--- config.mk ---
export PLATFORM = sky130hd
export DESIGN_NAME = length_prefixed_record_parser
export DESIGN_NICKNAME = d
export VERILOG_FILES = /design/src/rtl/core/lprp_pkg.sv /design/src/rtl/core/lprp_core.sv /design/src/rtl/core/length_prefixed_record_parser.sv
export SDC_FILE = /design/constraint.sdc
export NUM_CORES = 1
export LEC_CHECK = 0
export BUFFER_PORTS_ARGS = -buffer_cell sky130_fd_sc_hd__buf_4
export CAP_MARGIN = 5
export CORE_MARGIN = 2
export CORE_UTILIZATION = 55
export CTS_CLUSTER_DIAMETER = 100
export DETAILED_ROUTE_END_ITERATION = 10
export PLACE_DENSITY_LB_ADDON = 0.2
export SLEW_MARGIN = 40
export SYNTH_ARGS = -nofsm -noshare
export SYNTH_HDL_FRONTEND = slang
export SYNTH_SLANG_ARGS = --single-unit
--- constraint.sdc ---
create_clock -name clk -period 7.4 [get_ports clk]
set_input_delay 1.48 -clock clk [delete_from_list [all_inputs] [get_ports clk]]
set_output_delay 1.48 -clock clk [all_outputs]
set_load 0.05 [all_outputs]
--- src/rtl/core/lprp_pkg.sv ---
// Package for the length-prefixed record parser.
// Holds the item structs, field tags, error codes and parse phases.
// No dependencies.
package lprp_pkg;

  // Register indexes of the configuration port.
  localparam logic [1:0] REG_FORMAT_VERSION   = 2'd0;
  localparam logic [1:0] REG_DROP_CODE        = 2'd1;
  localparam logic [1:0] REG_CREATE_CODE      = 2'd2;
  localparam logic [1:0] REG_MAX_FIELD_LENGTH = 2'd3;

  localparam int CfgIndexWidth = 2;
  localparam int CfgDataWidth  = 16;

  // Field tags carried by each result.
  localparam logic [2:0] TAG_HEADER   = 3'd0;
  localparam logic [2:0] TAG_PREFIX   = 3'd1;
  localparam logic [2:0] TAG_PATH     = 3'd2;
  localparam logic [2:0] TAG_TRAILING = 3'd5;
  localparam logic [2:0] TAG_REJECTED = 3'd6;

  // Error codes reported on the last byte.
  localparam logic [2:0] ERR_NONE       = 3'd0;
  localparam logic [2:0] ERR_SHORT      = 3'd1;
  localparam logic [2:0] ERR_VERSION    = 3'd2;
  localparam logic [2:0] ERR_INTENT     = 3'd3;
  localparam logic [2:0] ERR_TOO_LONG   = 3'd4;
  localparam logic [2:0] ERR_TRUNCATED  = 3'd5;
  localparam logic [2:0] ERR_EMPTY_PATH = 3'd6;

  // String fields in record order.
  localparam logic [1:0] FIELD_PATH  = 2'd0;
  localparam logic [1:0] FIELD_TABLE = 2'd2;

  // Last index of the four prefix bytes.
  localparam logic [1:0] PREFIX_LAST = 2'd3;

  typedef enum logic [5:0] {
    PH_VERSION = 6'b000001,
    PH_INTENT  = 6'b000010,
    PH_PREFIX  = 6'b000100,
    PH_BODY    = 6'b001000,
    PH_TRAIL   = 6'b010000,
    PH_REJECT  = 6'b100000
  } phase_t;

  typedef struct packed {
    logic [7:0] record_byte;
    logic       last_byte;
  } rec_item_t;

  typedef struct packed {
    logic [2:0] field_tag;
    logic [7:0] data_byte;
    logic       record_done;
    logic       record_ok;
    logic [2:0] error_code;
    logic       is_create;
  } res_item_t;

endpackage

--- src/rtl/core/lprp_core.sv ---
// Parse state and result logic of the length-prefixed record parser.
// Holds the configuration registers; one byte is parsed per accepted transfer.
// Depends on lprp_pkg.
module lprp_core import lprp_pkg::*; (
  input  logic                     clk,
  input  logic                     rst,
  input  logic                     cfg_write,
  input  logic [CfgIndexWidth-1:0] cfg_index,
  input  logic [CfgDataWidth-1:0]  cfg_data,
  input  logic                     accept,
  input  rec_item_t                item,
  output res_item_t                result
);

  logic [7:0]  expected_version;
  logic [7:0]  drop_code;
  logic [7:0]  create_code;
  logic [15:0] max_field_length;

  phase_t      phase, phase_next;
  logic [1:0]  field_index, field_index_next;
  logic [1:0]  prefix_count, prefix_count_next;
  logic        length_high, length_high_next;
  logic [15:0] length_low, length_low_next;
  logic [15:0] bytes_remaining, bytes_remaining_next;
  logic [2:0]  latched_error, latched_error_next;
  logic        path_was_empty, path_was_empty_next;
  logic        intent_create, intent_create_next;

  logic [2:0]  err;
  logic [2:0]  tag;
  logic [15:0] remaining_dec;
  logic        prefix_too_long;
  logic        prefix_zero;

  // Configuration registers.
  always_ff @(posedge clk) begin
    if (rst) begin
      expected_version <= 8'd1;
      drop_code        <= 8'd0;
      create_code      <= 8'd1;
      max_field_length <= 16'hFFFF;
    end else if (cfg_write) begin
      case (cfg_index)
        REG_FORMAT_VERSION:   expected_version <= cfg_data[7:0];
        REG_DROP_CODE:        drop_code        <= cfg_data[7:0];
        REG_CREATE_CODE:      create_code      <= cfg_data[7:0];
        REG_MAX_FIELD_LENGTH: max_field_length <= cfg_data;
        default: ;
      endcase
    end
  end

  // The full length is the high flag over the low sixteen bits.
  always_comb begin
    phase_next           = phase;
    field_index_next     = field_index;
    prefix_count_next    = prefix_count;
    length_high_next     = length_high;
    length_low_next      = length_low;
    bytes_remaining_next = bytes_remaining;
    latched_error_next   = latched_error;
    path_was_empty_next  = path_was_empty;
    intent_create_next   = intent_create;
    err                  = ERR_NONE;
    tag                  = TAG_REJECTED;
    remaining_dec        = bytes_remaining - 16'd1;
    prefix_too_long      = 1'b0;
    prefix_zero          = 1'b0;

    case (phase)
      PH_VERSION: begin
        tag = TAG_HEADER;
        if (item.last_byte) begin
          err = ERR_SHORT;
        end else if (item.record_byte != expected_version) begin
          err = ERR_VERSION;
        end else begin
          phase_next = PH_INTENT;
        end
      end
      PH_INTENT: begin
        tag = TAG_HEADER;
        if (item.record_byte != drop_code && item.record_byte != create_code) begin
          err = ERR_INTENT;
        end else begin
          intent_create_next = (item.record_byte == create_code);
          field_index_next   = FIELD_PATH;
          phase_next         = PH_PREFIX;
          prefix_count_next  = 2'd0;
          length_high_next   = 1'b0;
          length_low_next    = 16'd0;
        end
      end
      PH_PREFIX: begin
        tag = TAG_PREFIX;
        // Shift the byte in; bytes pushed above bit 15 only matter as nonzero.
        length_high_next = length_high | (length_low[15:8] != 8'd0);
        length_low_next  = {length_low[7:0], item.record_byte};
        if (prefix_count == PREFIX_LAST) begin
          prefix_too_long = length_high_next || (length_low_next > max_field_length);
          prefix_zero     = !length_high_next && (length_low_next == 16'd0);
          if (prefix_too_long) begin
            err = ERR_TOO_LONG;
          end else if (prefix_zero) begin
            if (field_index == FIELD_PATH) begin
              path_was_empty_next = 1'b1;
            end
            if (field_index >= FIELD_TABLE) begin
              phase_next = PH_TRAIL;
            end else begin
              field_index_next  = field_index + 2'd1;
              phase_next        = PH_PREFIX;
              prefix_count_next = 2'd0;
              length_high_next  = 1'b0;
              length_low_next   = 16'd0;
            end
          end else begin
            bytes_remaining_next = length_low_next;
            phase_next           = PH_BODY;
          end
        end else begin
          prefix_count_next = prefix_count + 2'd1;
        end
      end
      PH_BODY: begin
        tag = TAG_PATH + ((field_index > FIELD_TABLE) ? {1'b0, FIELD_TABLE}
                                                      : {1'b0, field_index});
        if (bytes_remaining != 16'd0) begin
          bytes_remaining_next = remaining_dec;
        end
        if (bytes_remaining_next == 16'd0) begin
          if (field_index >= FIELD_TABLE) begin
            phase_next = PH_TRAIL;
          end else begin
            field_index_next  = field_index + 2'd1;
            phase_next        = PH_PREFIX;
            prefix_count_next = 2'd0;
            length_high_next  = 1'b0;
            length_low_next   = 16'd0;
          end
        end
      end
      PH_TRAIL: begin
        tag = TAG_TRAILING;
      end
      default: begin
        tag        = TAG_REJECTED;
        phase_next = PH_REJECT;
      end
    endcase

    // The first error found is kept; the rest of the record is rejected.
    if (err != ERR_NONE) begin
      if (latched_error == ERR_NONE) begin
        latched_error_next = err;
      end
      phase_next = PH_REJECT;
    end

    result.field_tag   = tag;
    result.data_byte   = item.record_byte;
    result.is_create   = intent_create_next;
    result.record_done = item.last_byte;
    result.record_ok   = 1'b0;
    result.error_code  = ERR_NONE;

    // Verdict on the last byte, then back to the start of a record.
    if (item.last_byte) begin
      if (latched_error_next == ERR_NONE) begin
        if (phase_next == PH_PREFIX || phase_next == PH_BODY || phase_next == PH_INTENT) begin
          latched_error_next = ERR_TRUNCATED;
        end else if (phase_next == PH_TRAIL && path_was_empty_next) begin
          latched_error_next = ERR_EMPTY_PATH;
        end
      end
      result.error_code    = latched_error_next;
      result.record_ok     = (latched_error_next == ERR_NONE);
      phase_next           = PH_VERSION;
      field_index_next     = FIELD_PATH;
      prefix_count_next    = 2'd0;
      length_high_next     = 1'b0;
      length_low_next      = 16'd0;
      bytes_remaining_next = 16'd0;
      latched_error_next   = ERR_NONE;
      path_was_empty_next  = 1'b0;
      intent_create_next   = 1'b0;
    end
  end

  // Parse state advances once per accepted transfer.
  always_ff @(posedge clk) begin
    if (rst) begin
      phase           <= PH_VERSION;
      field_index     <= FIELD_PATH;
      prefix_count    <= 2'd0;
      length_high     <= 1'b0;
      length_low      <= 16'd0;
      bytes_remaining <= 16'd0;
      latched_error   <= ERR_NONE;
      path_was_empty  <= 1'b0;
      intent_create   <= 1'b0;
    end else if (accept) begin
      phase           <= phase_next;
      field_index     <= field_index_next;
      prefix_count    <= prefix_count_next;
      length_high     <= length_high_next;
      length_low      <= length_low_next;
      bytes_remaining <= bytes_remaining_next;
      latched_error   <= latched_error_next;
      path_was_empty  <= path_was_empty_next;
      intent_create   <= intent_create_next;
    end
  end

endmodule

--- src/rtl/core/length_prefixed_record_parser.sv ---
// Top level of the length-prefixed record parser.
// Wraps lprp_core with the result register and a skid stage.
// Depends on lprp_pkg and lprp_core.
//
// Usage:
//   Record bytes arrive on the rec channel (rec_valid, rec_stall, rec_item),
//   one byte per transfer, with last_byte set on the final byte of a record.
//   Every byte produces exactly one result on the res channel (res_valid,
//   res_stall, res_item), tagged with its field; the result for the last byte
//   carries record_done, record_ok and the error code.
//   Throughput is one byte per cycle while the receiver does not stall,
//   set by the single parse step between the input and the result
//   register; records may follow each other with no gap.
//   When the receiver stalls, one more byte is taken into a skid register
//   and rec_stall then rises; it falls again once the result register drains.
//   Reset (rst, synchronous) empties both result stages, returns the parser
//   to the start of a record and loads the register defaults: version 1,
//   drop code 0, create code 1, maximum field length 65535.
//   The user writes the configuration port (cfg_write, cfg_index, cfg_data)
//   only while no record is in flight; the block itself does not enforce it.
module length_prefixed_record_parser import lprp_pkg::*; (
  input  logic                     clk,
  input  logic                     rst,
  input  logic                     cfg_write,
  input  logic [CfgIndexWidth-1:0] cfg_index,
  input  logic [CfgDataWidth-1:0]  cfg_data,
  input  logic                     rec_valid,
  output logic                     rec_stall,
  input  rec_item_t                rec_item,
  output logic                     res_valid,
  input  logic                     res_stall,
  output res_item_t                res_item
);

  logic      accept;
  logic      skid_valid;
  res_item_t skid_item;
  res_item_t new_result;

  // An input transfer happens when rec_valid is high and the skid stage is empty.
  assign rec_stall = skid_valid;
  assign accept    = rec_valid && !skid_valid;

  lprp_core u_core (
    .clk       (clk),
    .rst       (rst),
    .cfg_write (cfg_write),
    .cfg_index (cfg_index),
    .cfg_data  (cfg_data),
    .accept    (accept),
    .item      (rec_item),
    .result    (new_result)
  );

  // Result register with a skid stage behind it.
  always_ff @(posedge clk) begin
    if (rst) begin
      res_valid  <= 1'b0;
      skid_valid <= 1'b0;
    end else if (!res_valid || !res_stall) begin
      if (skid_valid) begin
        res_valid  <= 1'b1;
        skid_valid <= 1'b0;
      end else begin
        res_valid <= accept;
      end
    end else if (accept) begin
      skid_valid <= 1'b1;
    end
  end

  always_ff @(posedge clk) begin
    if (!res_valid || !res_stall) begin
      if (skid_valid) begin
        res_item <= skid_item;
      end else if (accept) begin
        res_item <= new_result;
      end
    end else if (accept) begin
      skid_item <= new_result;
    end
  end

endmodule
==> impl_results.md, run 1 <==
* Avg WL per Cell at 19.5 microns
* Setup bufs post-CTS at 0
* Max cap viols at 0
* Seq/Total Area, Yosys at 0.418
* Sequential power share at 0.392
* Num ports at 51
* Placed cell count at slightly above 900
* Post-route minimum period at 3.83 ns
* Fmax at about 260 MHz
* Post-Syn Instances at ~800
* Full die area at 0.0132 sq mm
* Area grow syn2layout at 15.4%
* Cells along the critical path: buf_4, xor2_1, nor4_1, nand2_1, a21oi_1, o31a_1, o21ai_2, or4_1, o32ai_1
* CTS tree: done
* Worst Skew at 0.0124 ns
* Ys flop type: dfxtp_1
* IO buf count at 50
* Worst path slowest cell: o31a_1
* Distinct cell type count after synthesis at 72
* Initial DRC count at approximately 590
* Initial antenna violation count at 1
* Clk slew on worst S/H paths at approximately 0.05 ns
* Setup_tns at 0 ns
* Longest Clk Path Bufs at 2
* Initial core utilization at 0.562
* Hold Vio Cnt, Final at 0
* Mapped Nets at 832
* Tot GR Track Use at 0.293
* # setup viols final at 0
* First-pass GRT wire length at between 20 and 30 mm
* CP peak stage delay at 0.75 ns
* Worst EP arrival at around 4.2 ns
* Routed Antenna Nets at 0
* Hold Slack at around 0.46 ns
* Hold crit path type: flop to flop
* PwrDens at 240 mW/mm^2
* Clock power share at 0.496
* Die width at about 110 microns
* Vias in the first global route at 5814
* Mapped Avg Cell Area at about 8.7 sq um
* Vias/cell at roughly 6.4
* Crit path kind: primary input to flop
* Final #Nets at ~850
* CTS root buf: clkbuf_16
* Share of cells above drive strength 1 at 0.144
* CTS sink count at 124
* Drt pass-1 iters at 8
* Yosys reg bits at 124
* CTS buffer count at 17
* Maximum VDD drop at between 200 and 300 uV
* Period utilisation layout at 0.518
* Floorplan row count at 40
* RSZ-0062 raised after global routing: no
* Setup crit end kind: flop
* Pwr Total at 1870 uW
* Total gr overflow at 0
* Final Util at 0.648
* CP startpoint kind: primary input
* Sw Pwr at 451 uW
* Relative slew slack at 0.434
* Vias at roughly 6100
* Worst skew pair latency at around 0.43 ns
* Post-DP HPWL at 12.8 mm
* Final WL at 18.7 mm
* Worst EP required at 7.72 ns
* LEAKAGE at about 0.0031 uW
* Most common cell after layout, fill and taps aside: dfxtp_1
* Gpl congestion at 0.938
* Worst path buffer plus inverter count at 1
* Slew @ Worst Pin at ~0.85 ns
* Critical path fanouts, max at 21
* Most frequent cells in the layout: 89 x dfxtp_1, 79 x nand2_1, 70 x a21oi_1, 67 x nor2_1, 56 x buf_4
* Layout filler cell count at approximately 1000
* Ys async rst share at 0
* Die Span Y at around 110 microns
* Core area at roughly 0.012 sq mm
* Comb pwr share at 0.112
* # DRC at 0
* Max-slew violation count at 0
* Post-synth EDFFs at 34
* Status: finished, final reports clean
* Non-filler cells, final at approximately 960
* Ys Warns at 0
* Post-CTS sizing at 0
* # hold bufs at CTS at 0
* Largest net degree at the start of global routing at 71
* Switching fraction of total power at 0.241
* Synth Cell Area at just under 0.007 sq mm
* Cell family with most CP delay: compound AO/OA/AOI/OAI gates
* Diode count at 0
* H-tree depth at 4
* Cell Int Power at 1420 uW
-- sequential cells by signal, summed over array words and instances (netlist names), 2 cells and up --
signal	cells
u_core.bytes_remaining	16
u_core.prefix_count	2
u_core.expected_version	8
u_core.phase	6
res_item	17
u_core.drop_code	8
u_core.field_index	2
u_core.create_code	8
u_core.latched_error	3
u_core.max_field_length	16
u_core.length_low	16
skid_item	17
-- per-layer routing --
metal  up-vias  track usage  routed length (microns)
met1      2912        0.387                     8120
met4         0        0.144                      624
met3        53       0.0559                     1280
met2       269        0.464                     8660
met5         -            0                        0
li1       2880            -                        -
-- area by class of cell --
type | instances | area, sq um | share of cell area
Tap cell | 147 | 184 | 0.0236
Multi-Input combinational cell | 570 | 3600 | 0.462
Clock inverter | 14 | 224 | 0.0288
Clock buffer | 18 | 429 | 0.0551
Inverter | 28 | 105 | 0.0135
Sequential cell | 124 | 2820 | 0.363
Timing Repair Buffer | 56 | 420 | 0.0540
-- power groups by stage --
stage	clock network (uW)	registers [uW]	logic [uW]
CTS	932	733	207
global route	961	736	227
floorplan	0	768	122
global placement	0	747	201
finish	928	733	209
detailed placement	0	747	206
-- worst reg2reg max path: cells and delay by family, from the launching register on --
kind,cells,cell delay [ns]
compound gates,2,0.70
fa+ha+maj,1,0.17
buf+inv,1,0.11
flops,1,0.35
simple gates,6,2.15
-- path summary, 6_finish.rpt --
path                                           startpoint                endpoint  slack, ns  cells past startpoint
worst max-delay path                          rec_item[6]  u_core.prefix_count[1]       3.57                      9
worst min-delay path               u_core.prefix_count[0]  u_core.prefix_count[0]       0.46                      1
worst max register to register  u_core.bytes_remaining[0]    u_core.length_low[4]       3.83                     10
worst min register to register     u_core.prefix_count[0]  u_core.prefix_count[0]       0.46                      1
-- cells in the mapped netlist (all sizes together) (5+ instances only) --
| cell | instances | area (sq um) |
|---|---|---|
| dfxtp | 90 | 1800 |
| nand2 | 79 | 297 |
| a21oi | 71 | 359 |
| nor2 | 69 | 259 |
| clkbuf | 50 | 188 |
| o21ai | 47 | 250 |
| edfxtp | 34 | 1020 |
| xor2 | 28 | 245 |
| inv | 27 | 101 |
| o211ai | 25 | 188 |
| ha | 22 | 275 |
| nand4 | 22 | 138 |
| nor4 | 22 | 159 |
| mux2i | 19 | 190 |
| nor3 | 18 | 100 |
| or3 | 16 | 100 |
| nand3 | 12 | 60.1 |
| mux2 | 10 | 113 |
| or2 | 8 | 50.1 |
| or4 | 8 | 63.8 |
| nand2b | 7 | 43.8 |
| and2 | 6 | 37.5 |
| and3 | 6 | 37.5 |
| buf | 6 | 41.3 |
| and4 | 5 | 46.3 |
| o31ai | 5 | 37.5 |
-- logic make-up (layout without fill, tap and decap cells) --
kind of cell	after synthesis	in the layout	share of synthesized area
and+or+nand+nor	294	294	0.225
muxes	29	29	0.0449
xor gates and xnor gates	30	30	0.0389
DFF	124	124	0.418
buffers and inverters	84	116	0.0495
adders and majority gates	22	22	0.0408
AOI/OAI and AO/OA	195	195	0.183
-- through the flow --
step	instance area [sq um]	worst slack [ns]
after floorplan	6750	3.51
after global placement	7130	3.31
after detailed placement	7140	3.23
after CTS	7790	3.64
after global routing	7790	3.36
final	7790	3.57
Power figures use the tool's default switching activity.
==> run 2: changes to the inputs <==
Clock period 7.4 ns to 3.89 ns, I/O delays scaled along.
==> run 2 against run 1 <==
  * Global-route usage fell by 0.48 points
  * Critical path depth rose by 1
  * Clock power rose by 59%
  * First-iteration DRC count fell by 10%
  * Power rose by 75%
  * Largest cell class unchanged
==> impl_results.md, run 2 (synthesis gave the netlist of run 1 again) <==
* Tot GR Track Use at 0.288
* Die Span Y at roughly 110 microns
* LEAKAGE at between 0.003 and 0.004 uW
* Num ports at slightly above 50
* Area grow syn2layout at 14.8%
* Floorplan row count at 40
* Crit-path most repeated cell: nand4_1
* Setup_tns at 0 ns
* Setup bufs post-CTS at 0
* Final #Nets at ~860
* Total gr overflow at 0
* Worst hold path depth at 1
* Critical path fanouts, max at 17
* Vias/cell at ~6.3
* CP peak stage delay at roughly 0.52 ns
* CTS root buf: clkbuf_16
* First-pass GRT wire length at 29.5 mm
* Slew @ Worst Pin at ~0.75 ns
* Avg WL per Cell at around 19 microns
* Worst r2r src: u_core.bytes_remaining[0]
* Most common cell after layout, fill and taps aside: dfxtp_1
* Gpl congestion at about 0.90
* IO buf count at 50
* M1 GR Usage at 0.393
* # hold bufs at CTS at 0
* Drt pass-1 iters at 5
* Initial antenna violation count at 0
* Hold Vio Cnt, Final at 0
* # setup viols final at 0
* CP startpoint kind: flop
* Fmax at 282 MHz
* Relative slew slack at 0.498
* Final Util at 0.645
* Largest net degree at the start of global routing at 71
* PwrDens at between 400 and 500 mW/mm^2
* H-tree depth at 4
* Cells along the critical path: inv_1, ha_1, or4b_1, nor4_1, a311oi_1, nor3_1, nand4_1, o21ai_4, nand4_1, a21oi_1
* GR Layer Usage met3 at 0.0638
* Share of cells above drive strength 1 at 0.144
* Diode count at 0
* Final WL at around 18 mm
* Setup crit end kind: flop
* Max cap viols at 0
* Initial DRC count at 526
* CTS buffer count at 17
* Maximum VDD drop at ~450 uV
* Vias in the first global route at 5663
* Longest Clk Path Bufs at 2
* Routed Antenna Nets at 0
* Status: finished, final reports clean
* Vias at just over 6000
* Seq. cell area at ~0.0028 sq mm
* # DRC at 0
* Worst hold start: u_core.prefix_count[0]
* Post-DP HPWL at about 13 mm
* Global-route met2 utilization at 0.447
* Post-route minimum period at between 3 and 4 ns
* Hold Slack at between 0.4 and 0.5 ns
* Hold crit path type: flop to flop
* Worst path slowest cell: o21ai_4
* Post-CTS sizing at 0
* Worst EP required at roughly 4.2 ns
* RSZ-0062 raised after global routing: no
* Period utilisation layout at 0.911
* Max-slew violation count at 0
* CTS tree: done
* Top Registers: res_item: 17 flops, skid_item: 17 flops
* Most frequent cells in the layout: 90 x dfxtp_1, 79 x nand2_1, 70 x a21oi_1, 69 x nor2_1, 66 x buf_4
* R2R setup slack at approximately 0.35 ns
* Core area at 0.0120 sq mm
* Layout filler cell count at 1011
* Full die area at around 0.013 sq mm
* Busiest grt layer: met2
* Multi-input logic area at ~0.0036 sq mm
* Worst Skew at between 0.005 and 0.006 ns
* CTS sink count at between 100 and 150
* Worst skew pair latency at approximately 0.42 ns
* Die width at roughly 110 microns
* FF-to-FF path depth at 10
* Worst EP arrival at 3.89 ns
* FF-to-FF End: u_core.length_low[3]
* Clk slew on worst S/H paths at about 0.060 ns
* Initial core utilization at 0.562
* Crit path kind: flop to flop
* Hold EP: u_core.prefix_count[0]
-- run 2: changes by cell type in the layout (fill, tap and decap cells not counted), moves of 2 or more --
cell and change:
clkinv_1 +3, bufinv_16 -4, nor2_1 +2, clkinv_2 -2, buf_4 +10, clkbuf_1 +3
-- run 2: worst max-delay path: cells and delay by family, from the launching register on --
family,cells,cell delay [ns]
AO/OA/AOI/OAI,3,0.85
AND/OR/NAND/NOR,5,1.96
buffers and inverters,1,0.12
flip-flops,1,0.36
adder cells (fa/ha/maj),1,0.17
-- run 2: layout make-up --
| type | instances | share of cell area |
|---|---|---|
| Multi-Input combinational cell | 570 | 0.464 |
| Timing Repair Buffer | 66 | 0.0640 |
| Clock inverter | 11 | 0.0131 |
| Inverter | 28 | 0.0136 |
| Tap cell | 147 | 0.0237 |
| Sequential cell | 124 | 0.364 |
| Clock buffer | 21 | 0.0569 |
-- run 2: worst max path at each step --
stage / slack (ns) / start / depth (start not counted) / to
2_1_floorplan: 0.71 / rec_item[1] / 13 / u_core.bytes_remaining[14]
3_3_place_gp: 0.31 / rec_item[2] / 11 / u_core.bytes_remaining[8]
3_5_place_dp: 0.51 / u_core.bytes_remaining[0] / 10 / u_core.length_low[3]
4_1_cts: 0.45 / u_core.bytes_remaining[0] / 10 / u_core.length_low[3]
5_1_grt: 0.09 / u_core.bytes_remaining[0] / 10 / u_core.length_low[3]
6_report: 0.35 / u_core.bytes_remaining[0] / 10 / u_core.length_low[3]
-- run 2: per-layer routing --
layer  wire (microns)  up-vias
li1                 -     2904
met1             7950     2878
met2             8330      267
met3             1200       42
met4              452        0
met5                0        -
-- run 2: stage by stage --
stage | total power, uW | setup WS, ns | cell area [sq um] | instances
2_1_floorplan | 1690 | 0.707 | 6750 | 778
5_1_grt | 3390 | 0.0919 | 7740 | 967
3_3_place_gp | 1810 | 0.313 | 7200 | 935
4_1_cts | 3280 | 0.452 | 7740 | 967
6_report | 3280 | 0.345 | 7740 | 967
3_5_place_dp | 1820 | 0.510 | 7200 | 935
-- run 2: report_power, final --
part	internal, uW	switching (uW)
registers	1370	22.1
clock network	926	557
logic	146	257
total	2440	836
